**src/rtl/dsr_pkg.sv**
```systemverilog
`default_nettype none

package dsr_pkg;

   // widths fixed by the line format and register map
   localparam int SLOT_W   = 10;
   localparam int BYTE_W   = 8;
   localparam int FRAME_W  = 6;
   localparam int CSR_IDX_W = 8;

   // configuration register indexes
   localparam logic [CSR_IDX_W-1:0] REG_OWN_ADDRESS = 8'd0;
   localparam logic [CSR_IDX_W-1:0] REG_SLOT_LIMIT  = 8'd1;

   localparam logic [SLOT_W-1:0] OWN_ADDRESS_RESET = 10'd1;
   localparam logic [SLOT_W-1:0] SLOT_LIMIT_RESET  = 10'd513;
   localparam logic [SLOT_W-1:0] SLOT_MAX          = 10'd1023;

   // start codes
   localparam logic [BYTE_W-1:0] START_POLL = 8'hF7;
   localparam logic [BYTE_W-1:0] START_DATA = 8'h00;

   // result queue
   localparam int QUEUE_AW    = 2;
   localparam int QUEUE_DEPTH = 1 << QUEUE_AW;

   typedef enum logic {
      RES_BREAK,
      RES_FRAME
   } res_kind_type;

   // handed from the front to the back, registered in the same cycle as the store read data
   typedef struct packed {
      res_kind_type         kind;
      logic                 level_valid;
      logic                 activity;
      logic                 poll;
      logic                 rd_ok;
      logic                 fwd;
      logic [BYTE_W-1:0]    fwd_data;
   } desc_type;

   typedef struct packed {
      logic                 poll_active;
      logic                 ack_request;
      logic                 activity_pulse;
      logic                 level_valid;
      logic [BYTE_W-1:0]    level;
   } result_type;

endpackage

`default_nettype wire

```
**src/rtl/dmx512_slot_receiver.sv**
```systemverilog
`default_nettype none

// channel  direction  tdata (lsb first)                          tuser
// req      in         rx_byte[7:0]                               break_seen
// rsp      out        level[7:0], activity_pulse, ack_request,   level_valid
//                     poll_active, zero pad to 16 bits
// csr      in         index 0 own_address, 1 slot_limit (10 bits)
//
// one item per cycle while req_tready is high; a result passes the front register
// and the store read register, which load together, and then the result queue
// the store needs no clearing pass: a fill mark makes unwritten slots read as zero
// the front stalls only when the result queue and the read stage together hold four items
// reset is synchronous and clears all control state and the fill mark

module dmx512_slot_receiver #(
   parameter int UNIVERSE_SLOTS  = 513,
   parameter int ACTIVITY_FRAMES = 45
) (
   input  wire logic                               clock,
   input  wire logic                               reset,
   // rx_byte[7:0]
   input  wire logic [7:0]                         req_tdata,
   // break_seen
   input  wire logic                               req_tuser,
   input  wire logic                               req_tvalid,
   output logic                                    req_tready,
   // level[7:0], activity_pulse, ack_request, poll_active, zeros
   output logic      [15:0]                        rsp_tdata,
   // level_valid
   output logic                                    rsp_tuser,
   output logic                                    rsp_tvalid,
   input  wire logic                               rsp_tready,
   input  wire logic                               csr_valid,
   output logic                                    csr_ready,
   input  wire logic [dsr_pkg::CSR_IDX_W-1:0]      csr_index,
   input  wire logic [dsr_pkg::SLOT_W-1:0]         csr_data
);

   localparam int AW = $clog2(UNIVERSE_SLOTS);

   logic                          accept;
   logic                          ram_wr_en;
   logic [AW-1:0]                 ram_wr_addr, ram_rd_addr;
   logic [dsr_pkg::BYTE_W-1:0]    ram_wr_data, ram_q;
   logic                          desc_valid_ff;
   dsr_pkg::desc_type             desc_ff;
   dsr_pkg::result_type           result, rsp_item;
   logic [dsr_pkg::QUEUE_AW:0]    queue_count;
   logic [dsr_pkg::BYTE_W-1:0]    own_level;

   // configuration is always taken
   assign csr_ready = 1'b1;

   // leave room for the item in the read stage
   assign req_tready = (queue_count + {2'b00, desc_valid_ff})
                       < (dsr_pkg::QUEUE_AW + 1)'(dsr_pkg::QUEUE_DEPTH);
   assign accept     = req_tvalid && req_tready;

   dsr_front #(
      .UNIVERSE_SLOTS  (UNIVERSE_SLOTS),
      .ACTIVITY_FRAMES (ACTIVITY_FRAMES)
   ) u_front (
      .clock         (clock),
      .reset         (reset),
      .accept        (accept),
      .rx_byte       (req_tdata),
      .break_seen    (req_tuser),
      .csr_write     (csr_valid && csr_ready),
      .csr_index     (csr_index),
      .csr_data      (csr_data),
      .ram_wr_en     (ram_wr_en),
      .ram_wr_addr   (ram_wr_addr),
      .ram_wr_data   (ram_wr_data),
      .ram_rd_addr   (ram_rd_addr),
      .desc_valid_ff (desc_valid_ff),
      .desc_ff       (desc_ff)
   );

   dsr_ram #(
      .WIDTH (dsr_pkg::BYTE_W),
      .DEPTH (UNIVERSE_SLOTS)
   ) u_store (
      .clock      (clock),
      .wr_en      (ram_wr_en),
      .wr_addr    (ram_wr_addr),
      .wr_data    (ram_wr_data),
      .rd_addr    (ram_rd_addr),
      .rd_data_ff (ram_q)
   );

   // back end: own slot level with write forwarding, then the result fields
   always_comb begin
      own_level = '0;
      if (desc_ff.rd_ok) begin
         own_level = desc_ff.fwd ? desc_ff.fwd_data : ram_q;
      end
      result             = '0;
      result.poll_active = desc_ff.poll;
      case (desc_ff.kind)
         dsr_pkg::RES_BREAK: begin
            result.level_valid = desc_ff.level_valid;
            result.level       = desc_ff.level_valid ? own_level : '0;
         end
         default: begin
            result.activity_pulse = desc_ff.activity;
            result.ack_request    = desc_ff.poll && (own_level == 8'd1);
         end
      endcase
   end

   dsr_queue u_queue (
      .clock     (clock),
      .reset     (reset),
      .push      (desc_valid_ff),
      .push_data (result),
      .out_valid (rsp_tvalid),
      .out_ready (rsp_tready),
      .out_data  (rsp_item),
      .count_ff  (queue_count)
   );

   assign rsp_tdata = {5'b00000, rsp_item.poll_active, rsp_item.ack_request,
                       rsp_item.activity_pulse, rsp_item.level};
   assign rsp_tuser = rsp_item.level_valid;

   // a level report only comes outside poll mode
   a_level_not_in_poll: assert property (@(posedge clock) disable iff (reset)
      rsp_tvalid && rsp_item.level_valid |-> !rsp_item.poll_active)
      else $error("level reported while poll mode active");

   // break results never carry frame flags; checked on the level reports
   a_break_no_flags: assert property (@(posedge clock) disable iff (reset)
      rsp_tvalid && rsp_item.level_valid
         |-> !rsp_item.activity_pulse && !rsp_item.ack_request)
      else $error("frame flag on a level report");

   a_ack_needs_poll: assert property (@(posedge clock) disable iff (reset)
      rsp_tvalid && rsp_item.ack_request |-> rsp_item.poll_active)
      else $error("acknowledge request outside poll mode");

   a_level_zero: assert property (@(posedge clock) disable iff (reset)
      rsp_tvalid && !rsp_item.level_valid |-> rsp_item.level == '0)
      else $error("level not zero without level_valid");

   // queue never overruns: the ready term reserves the read stage
   a_queue_bound: assert property (@(posedge clock) disable iff (reset)
      queue_count <= (dsr_pkg::QUEUE_AW + 1)'(dsr_pkg::QUEUE_DEPTH))
      else $error("result queue overrun");

endmodule

`default_nettype wire

```
**src/rtl/dsr_ram.sv**
```systemverilog
`default_nettype none

module dsr_ram #(
   parameter int WIDTH = 8,
   parameter int DEPTH = 513
) (
   input  wire logic                     clock,
   input  wire logic                     wr_en,
   input  wire logic [$clog2(DEPTH)-1:0] wr_addr,
   input  wire logic [WIDTH-1:0]         wr_data,
   input  wire logic [$clog2(DEPTH)-1:0] rd_addr,
   output logic      [WIDTH-1:0]         rd_data_ff
);

   logic [WIDTH-1:0] mem_ff [DEPTH];

   // read returns the old contents on a same-address write
   always_ff @(posedge clock) begin
      if (wr_en) begin
         mem_ff[wr_addr] <= wr_data;
      end
      rd_data_ff <= mem_ff[rd_addr];
   end

endmodule

`default_nettype wire

```
**src/rtl/dsr_front.sv**
```systemverilog
`default_nettype none

module dsr_front #(
   parameter int UNIVERSE_SLOTS  = 513,
   parameter int ACTIVITY_FRAMES = 45
) (
   input  wire logic                                  clock,
   input  wire logic                                  reset,
   input  wire logic                                  accept,
   input  wire logic [dsr_pkg::BYTE_W-1:0]            rx_byte,
   input  wire logic                                  break_seen,
   input  wire logic                                  csr_write,
   input  wire logic [dsr_pkg::CSR_IDX_W-1:0]         csr_index,
   input  wire logic [dsr_pkg::SLOT_W-1:0]            csr_data,
   output logic                                       ram_wr_en,
   output logic      [$clog2(UNIVERSE_SLOTS)-1:0]     ram_wr_addr,
   output logic      [dsr_pkg::BYTE_W-1:0]            ram_wr_data,
   output logic      [$clog2(UNIVERSE_SLOTS)-1:0]     ram_rd_addr,
   output logic                                       desc_valid_ff,
   output dsr_pkg::desc_type                          desc_ff
);

   localparam int AW = $clog2(UNIVERSE_SLOTS);
   localparam logic [dsr_pkg::SLOT_W-1:0]  SLOTS = dsr_pkg::SLOT_W'(UNIVERSE_SLOTS);
   localparam logic [dsr_pkg::FRAME_W-1:0] ACT_N = dsr_pkg::FRAME_W'(ACTIVITY_FRAMES);

   logic [dsr_pkg::SLOT_W-1:0]  slot_index_ff, slot_index_in;
   logic [dsr_pkg::SLOT_W-1:0]  fill_ff, fill_in;
   logic [dsr_pkg::FRAME_W-1:0] frame_count_ff, frame_count_in;
   logic                        poll_ff, poll_in;
   logic [dsr_pkg::SLOT_W-1:0]  own_address_ff, slot_limit_ff;
   logic                        desc_valid_in;
   dsr_pkg::desc_type           desc_in;

   logic [dsr_pkg::SLOT_W:0]    limit_plus2;
   logic [dsr_pkg::SLOT_W-1:0]  index_next;
   logic [dsr_pkg::FRAME_W-1:0] frame_next;
   logic                        own_in_store;

   assign ram_wr_addr = slot_index_ff[AW-1:0];
   assign ram_wr_data = rx_byte;
   assign ram_rd_addr = own_address_ff[AW-1:0];

   always_comb begin
      slot_index_in  = slot_index_ff;
      fill_in        = fill_ff;
      frame_count_in = frame_count_ff;
      poll_in        = poll_ff;
      ram_wr_en      = 1'b0;
      desc_valid_in  = 1'b0;
      desc_in        = '0;
      limit_plus2    = {1'b0, slot_limit_ff} + 11'd2;
      index_next     = (slot_index_ff == dsr_pkg::SLOT_MAX) ? slot_index_ff
                                                            : slot_index_ff + 10'd1;
      frame_next     = frame_count_ff + 6'd1;
      own_in_store   = own_address_ff < SLOTS;

      if (accept) begin
         if (break_seen) begin
            slot_index_in       = '0;
            desc_valid_in       = 1'b1;
            desc_in.kind        = dsr_pkg::RES_BREAK;
            desc_in.level_valid = !poll_ff;
            desc_in.poll        = poll_ff;
            desc_in.rd_ok       = own_in_store && (own_address_ff < fill_ff);
         end else if ({1'b0, slot_index_ff} < limit_plus2) begin
            if (slot_index_ff < SLOTS) begin
               ram_wr_en = 1'b1;
               // store entries are filled as a prefix, so a high-water mark tracks them
               if (slot_index_ff >= fill_ff) begin
                  fill_in = slot_index_ff + 10'd1;
               end
               if (slot_index_ff == '0) begin
                  if (rx_byte == dsr_pkg::START_POLL) begin
                     poll_in = 1'b1;
                  end else if (rx_byte == dsr_pkg::START_DATA) begin
                     poll_in = 1'b0;
                  end
               end
            end
            slot_index_in = index_next;
            if (index_next == SLOTS) begin
               desc_valid_in    = 1'b1;
               desc_in.kind     = dsr_pkg::RES_FRAME;
               desc_in.poll     = poll_in;
               desc_in.rd_ok    = own_in_store && (own_address_ff < fill_in);
               desc_in.fwd      = ram_wr_en && (own_address_ff == slot_index_ff);
               desc_in.fwd_data = rx_byte;
               if (frame_next == ACT_N) begin
                  desc_in.activity = 1'b1;
                  frame_count_in   = '0;
               end else begin
                  frame_count_in   = frame_next;
               end
            end
         end
      end
   end

   always_ff @(posedge clock) begin
      if (reset) begin
         slot_index_ff  <= '0;
         fill_ff        <= '0;
         frame_count_ff <= '0;
         poll_ff        <= 1'b0;
         desc_valid_ff  <= 1'b0;
         own_address_ff <= dsr_pkg::OWN_ADDRESS_RESET;
         slot_limit_ff  <= dsr_pkg::SLOT_LIMIT_RESET;
      end else begin
         slot_index_ff  <= slot_index_in;
         fill_ff        <= fill_in;
         frame_count_ff <= frame_count_in;
         poll_ff        <= poll_in;
         desc_valid_ff  <= desc_valid_in;
         if (csr_write) begin
            unique case (csr_index)
               dsr_pkg::REG_OWN_ADDRESS: own_address_ff <= csr_data;
               dsr_pkg::REG_SLOT_LIMIT:  slot_limit_ff  <= csr_data;
               default: ;
            endcase
         end
      end
   end

   always_ff @(posedge clock) begin
      desc_ff <= desc_in;
   end

endmodule

`default_nettype wire

```
**src/rtl/dsr_queue.sv**
```systemverilog
`default_nettype none

module dsr_queue (
   input  wire logic                          clock,
   input  wire logic                          reset,
   input  wire logic                          push,
   input  wire dsr_pkg::result_type           push_data,
   output logic                               out_valid,
   input  wire logic                          out_ready,
   output dsr_pkg::result_type                out_data,
   output logic      [dsr_pkg::QUEUE_AW:0]    count_ff
);

   dsr_pkg::result_type              entry_ff [dsr_pkg::QUEUE_DEPTH];
   logic [dsr_pkg::QUEUE_AW-1:0]     wr_ptr_ff, rd_ptr_ff;
   logic [dsr_pkg::QUEUE_AW:0]       count_in;
   logic                             pop;

   assign out_valid = count_ff != '0;
   assign out_data  = entry_ff[rd_ptr_ff];
   assign pop       = out_valid && out_ready;

   always_comb begin
      count_in = count_ff;
      if (push && !pop) begin
         count_in = count_ff + 3'd1;
      end else if (pop && !push) begin
         count_in = count_ff - 3'd1;
      end
   end

   always_ff @(posedge clock) begin
      if (reset) begin
         wr_ptr_ff <= '0;
         rd_ptr_ff <= '0;
         count_ff  <= '0;
      end else begin
         count_ff <= count_in;
         if (push) begin
            wr_ptr_ff <= wr_ptr_ff + 2'd1;
         end
         if (pop) begin
            rd_ptr_ff <= rd_ptr_ff + 2'd1;
         end
      end
   end

   always_ff @(posedge clock) begin
      if (push) begin
         entry_ff[wr_ptr_ff] <= push_data;
      end
   end

endmodule

`default_nettype wire
```
**config.mk**
```make
export PLATFORM = sky130hd
export DESIGN_NAME = dmx512_slot_receiver
export DESIGN_NICKNAME = d
export VERILOG_FILES = /design/src/rtl/dsr_pkg.sv /design/src/rtl/dmx512_slot_receiver.sv /design/src/rtl/dsr_ram.sv /design/src/rtl/dsr_front.sv /design/src/rtl/dsr_queue.sv
export SDC_FILE = /design/constraint.sdc
export NUM_CORES = 2
export LEC_CHECK = 0
export BUFFER_PORTS_ARGS = -buffer_cell sky130_fd_sc_hd__buf_2
export CAP_MARGIN = 20
export CORE_MARGIN = 5
export CORE_UTILIZATION = 31
export CTS_CLUSTER_DIAMETER = 200
export DETAILED_ROUTE_END_ITERATION = 10
export PLACE_DENSITY = 0.53
export SLEW_MARGIN = 20
export SYNTH_ARGS = -nofsm -noshare
export SYNTH_HDL_FRONTEND = slang
export SYNTH_MEMORY_MAX_BITS = 65536
export SYNTH_SLANG_ARGS = --single-unit
```
**constraint.sdc**
```tcl
create_clock -name clock -period 11.5 [get_ports clock]
set_clock_uncertainty 0.15 [all_clocks]
set_input_delay 2.3 -clock clock [delete_from_list [all_inputs] [get_ports clock]]
set_output_delay 2.3 -clock clock [all_outputs]
set_load 0.01 [all_outputs]
```
==> metrics <==
DIE AREA=about 550000 um^2; post-CTS setup buffer count=0; status=completed; # DRC=0; Post-CTS Hold Fix Bufs=0; I/O Pins=between 50 and 60; Buf/Inv on CP=2; clk root buf=clkbuf_16; RSZ-0062 raised after global routing=false; Clock Sinks=around 4200; internal reg-to-reg setup slack=roughly 5600 ps; critical path's largest stage delay=790 ps; fin crit share=roughly 51%; Clk pwr share=between 40% and 50%; core area=about 530000 um^2; total congestion overflow=0; ys flop type=edfxtp_1; number of port buffers=45; dpl ws=around 5600 ps; EDFF count, synth=around 4200; worst slew pin tran=~1400 ps; TritonCTS Buffers=430; routed vias=about 86000; vias in the first global route=around 86000; Clock Path Buffers=4; chip width=741.7 um; share of layout cells above drive strength 1=22.02%; Yosys reg bits=between 4000 and 5000; sequential share of the synthesized area=76.08%; Int Power=roughly 25000 uW; DR WL/cell=approximately 33 um; GR Util All Layers=18.41%; CTS resizes=0; final setup vio count=0; Detail Route Antenna Nets=0; Slew Viols, Final=0; sequential share of power=between 50% and 60%; drt first-iter violations=between 10000 and 15000; CP Launch Type=register; cell taking the most area after synthesis=edfxtp_1; Psw=between 6000 and 7000 uW; R2R depth=10; largest net degree at the start of global routing=182; Layout fillers=roughly 50000; FMAX=approximately 170 MHz; share of the synthesized area in the top cell type=between 70% and 80%; TritonCTS clock tree=yes; Syn Area/Cell=about 20 um^2; initial antenna violation count=46; Stages on worst setup path=10; Initial Util=a little under a third; maxcap violations=0; total leakage power=between 0.05 and 0.06 uW; Crit-path slowest cell=dfxtp_4; top post-synthesis cells by area=edfxtp_1 (75%), mux4_2 (13%), mux2i_1 (2.3%); DRT Wirelength=between 500000 and 600000 um; fin crit period=5853 ps; Fin Hold WS=about 350 ps; WP data arrival=around 6600 ps; final net count=approximately 8400; Combinational Power Share=under 10%; Pwr Density=around 170 nW/um^2; Post-synth ARST share=0%; Netlist Area Pre-Place=166000 um^2; CP max FO=between 70 and 80; setup slack after layout=about 5600 ps; Yosys warning total=0; clk_lat worst skew=approximately 1000 ps; VDD IR-drop max=0.1370 mV; top cells by count, synth=edfxtp_1 (4152), mux4_2 (934), nor2_1 (634), mux2i_1 (375), nand2_1 (239); Post-DP HPWL=slightly above 300000 um; Area after DPL=approximately 170000 um^2; CP cell instances=buf_12, buf_12, mux4_2, a22o_1, a221oi_1, o22ai_1, nor3_1, a211oi_1, nor4_1, nor3_1; Final Hold Violating Endpoints=0; clock transition at the registers of the reported paths=roughly 60 ps; max_slew headroom=8.558%; Vias/cell=between 5 and 6; area grow syn2layout=13.45%; kind of cell adding the most delay to the critical path=simple AND/OR/NAND/NOR gates; final instance area=between 150000 and 200000 um^2; switching share of power=20.76%; Die Span Y=between 700 and 800 um; final setup TNS=0 ps; htree depth=5; first-pass GRT wire length=roughly 720000 um; hold path depth=2; Core Rows=roughly 270; Mapped Cells=between 8000 and 9000; hold crit path type=register to register; Placer Congestion=around 0.84; Distinct cells, synth=between 80 and 90; DR pass1 iterations=6; CP Class=register to register; CP Capture Type=register; most numerous cell in the Yosys netlist=edfxtp_1; Worst EP required=12210 ps
==> logic make-up (layout without fill, tap and decap cells) <==
kind of cell | count (synthesis) | after routing | synth area share (%)
fa+ha+maj | 52 | 52 | 0.3951
flops | 4231 | 4231 | 76.08
compound gates | 769 | 769 | 3.219
simple gates | 1143 | 1143 | 2.944
buf+inv | 547 | 1078 | 1.886
xor+xnor | 37 | 37 | 0.1953
mux | 1349 | 1349 | 15.27
other cells | 2 | 40 | 0.004525
==> area by class of cell <==
cell class / instances / area, um^2 / area share (%)
diodes: 34 / 85.08 / 0.04519
clock buffers: 534 / 11300 / 6.002
clock inverters: 252 / 2507 / 1.332
inverters: 35 / 146.4 / 0.07775
multi-input cells: 3356 / 36960 / 19.63
flip-flops and latches: 4231 / 126300 / 67.08
well taps: 7020 / 8783 / 4.665
repair buffers: 257 / 2205 / 1.171
==> metrics by stage <==
| stage | utilization (%) | cells | power, uW |
|---|---|---|---|
| 6_report | 35.31 | 15720 | 31350 |
| 5_1_grt | 35.30 | 15690 | 32230 |
| 4_1_cts | 35.29 | 15680 | 31540 |
| 3_5_place_dp | 32.70 | 14900 | 17890 |
| 3_3_place_gp | 32.70 | 14900 | 17860 |
| 2_1_floorplan | - | 8134 | 17460 |
==> worst paths after layout <==
check / start / to
max: u_front.ram_rd_addr[0] / u_store.rd_data_ff[5]
min: u_front.frame_count_ff[5] / u_front.frame_count_ff[5]
max reg2reg: u_front.ram_rd_addr[0] / u_store.rd_data_ff[5]
min reg2reg: u_front.frame_count_ff[5] / u_front.frame_count_ff[5]
==> registers in the layout, indices dropped and copies added (netlist names), 3 cells and up, named ones only <==
signal / cells
u_store.mem_ff: 4104
u_queue.entry_ff: 48
u_front.desc_ff: 14
u_front.fill_ff: 10
u_front.ram_rd_addr: 10
u_front.ram_wr_addr: 10
u_front.slot_limit_ff: 10
u_store.rd_data_ff: 8
u_front.frame_count_ff: 6
u_queue.count_ff: 3
==> layout by cell type, fill, tap and decap left out, drive strengths merged, types with 79 or more instances in the layout <==
cell type / instances
edfxtp: 4152
mux4: 941
nor2: 634
clkbuf: 534
mux2i: 375
buf: 257
nand2: 239
clkinv: 192
a21oi: 160
o21ai: 108
a22oi: 102
dfxtp: 79
==> worst min-delay path, delay by kind of cell (launching register included) <==
family         cells  cell delay (ps)
AO/OA/AOI/OAI      2              130
flip-flops         1              330
==> power groups by stage <==
stage,logic [uW],clock network [uW],registers (uW)
finish,580,13800,17000
detailed placement,585,0,17300
global route,615,14600,17000
global placement,561,0,17300
CTS,585,14000,17000
floorplan,178,0,17300
==> layer usage <==
| metal | global-route usage [%] | vias to the layer above | part of all wire (%) |
|---|---|---|---|
| li1 | - | 34080 | - |
| met1 | 25.06 | 46790 | 40 |
| met2 | 29.10 | 4637 | 47 |
| met3 | 4.067 | 808 | 9.5 |
| met4 | 6.545 | 6 | 3.6 |
| met5 | 0 | - | 0.0059 |
No activity file was read; power rests on OpenSTA's default activity.
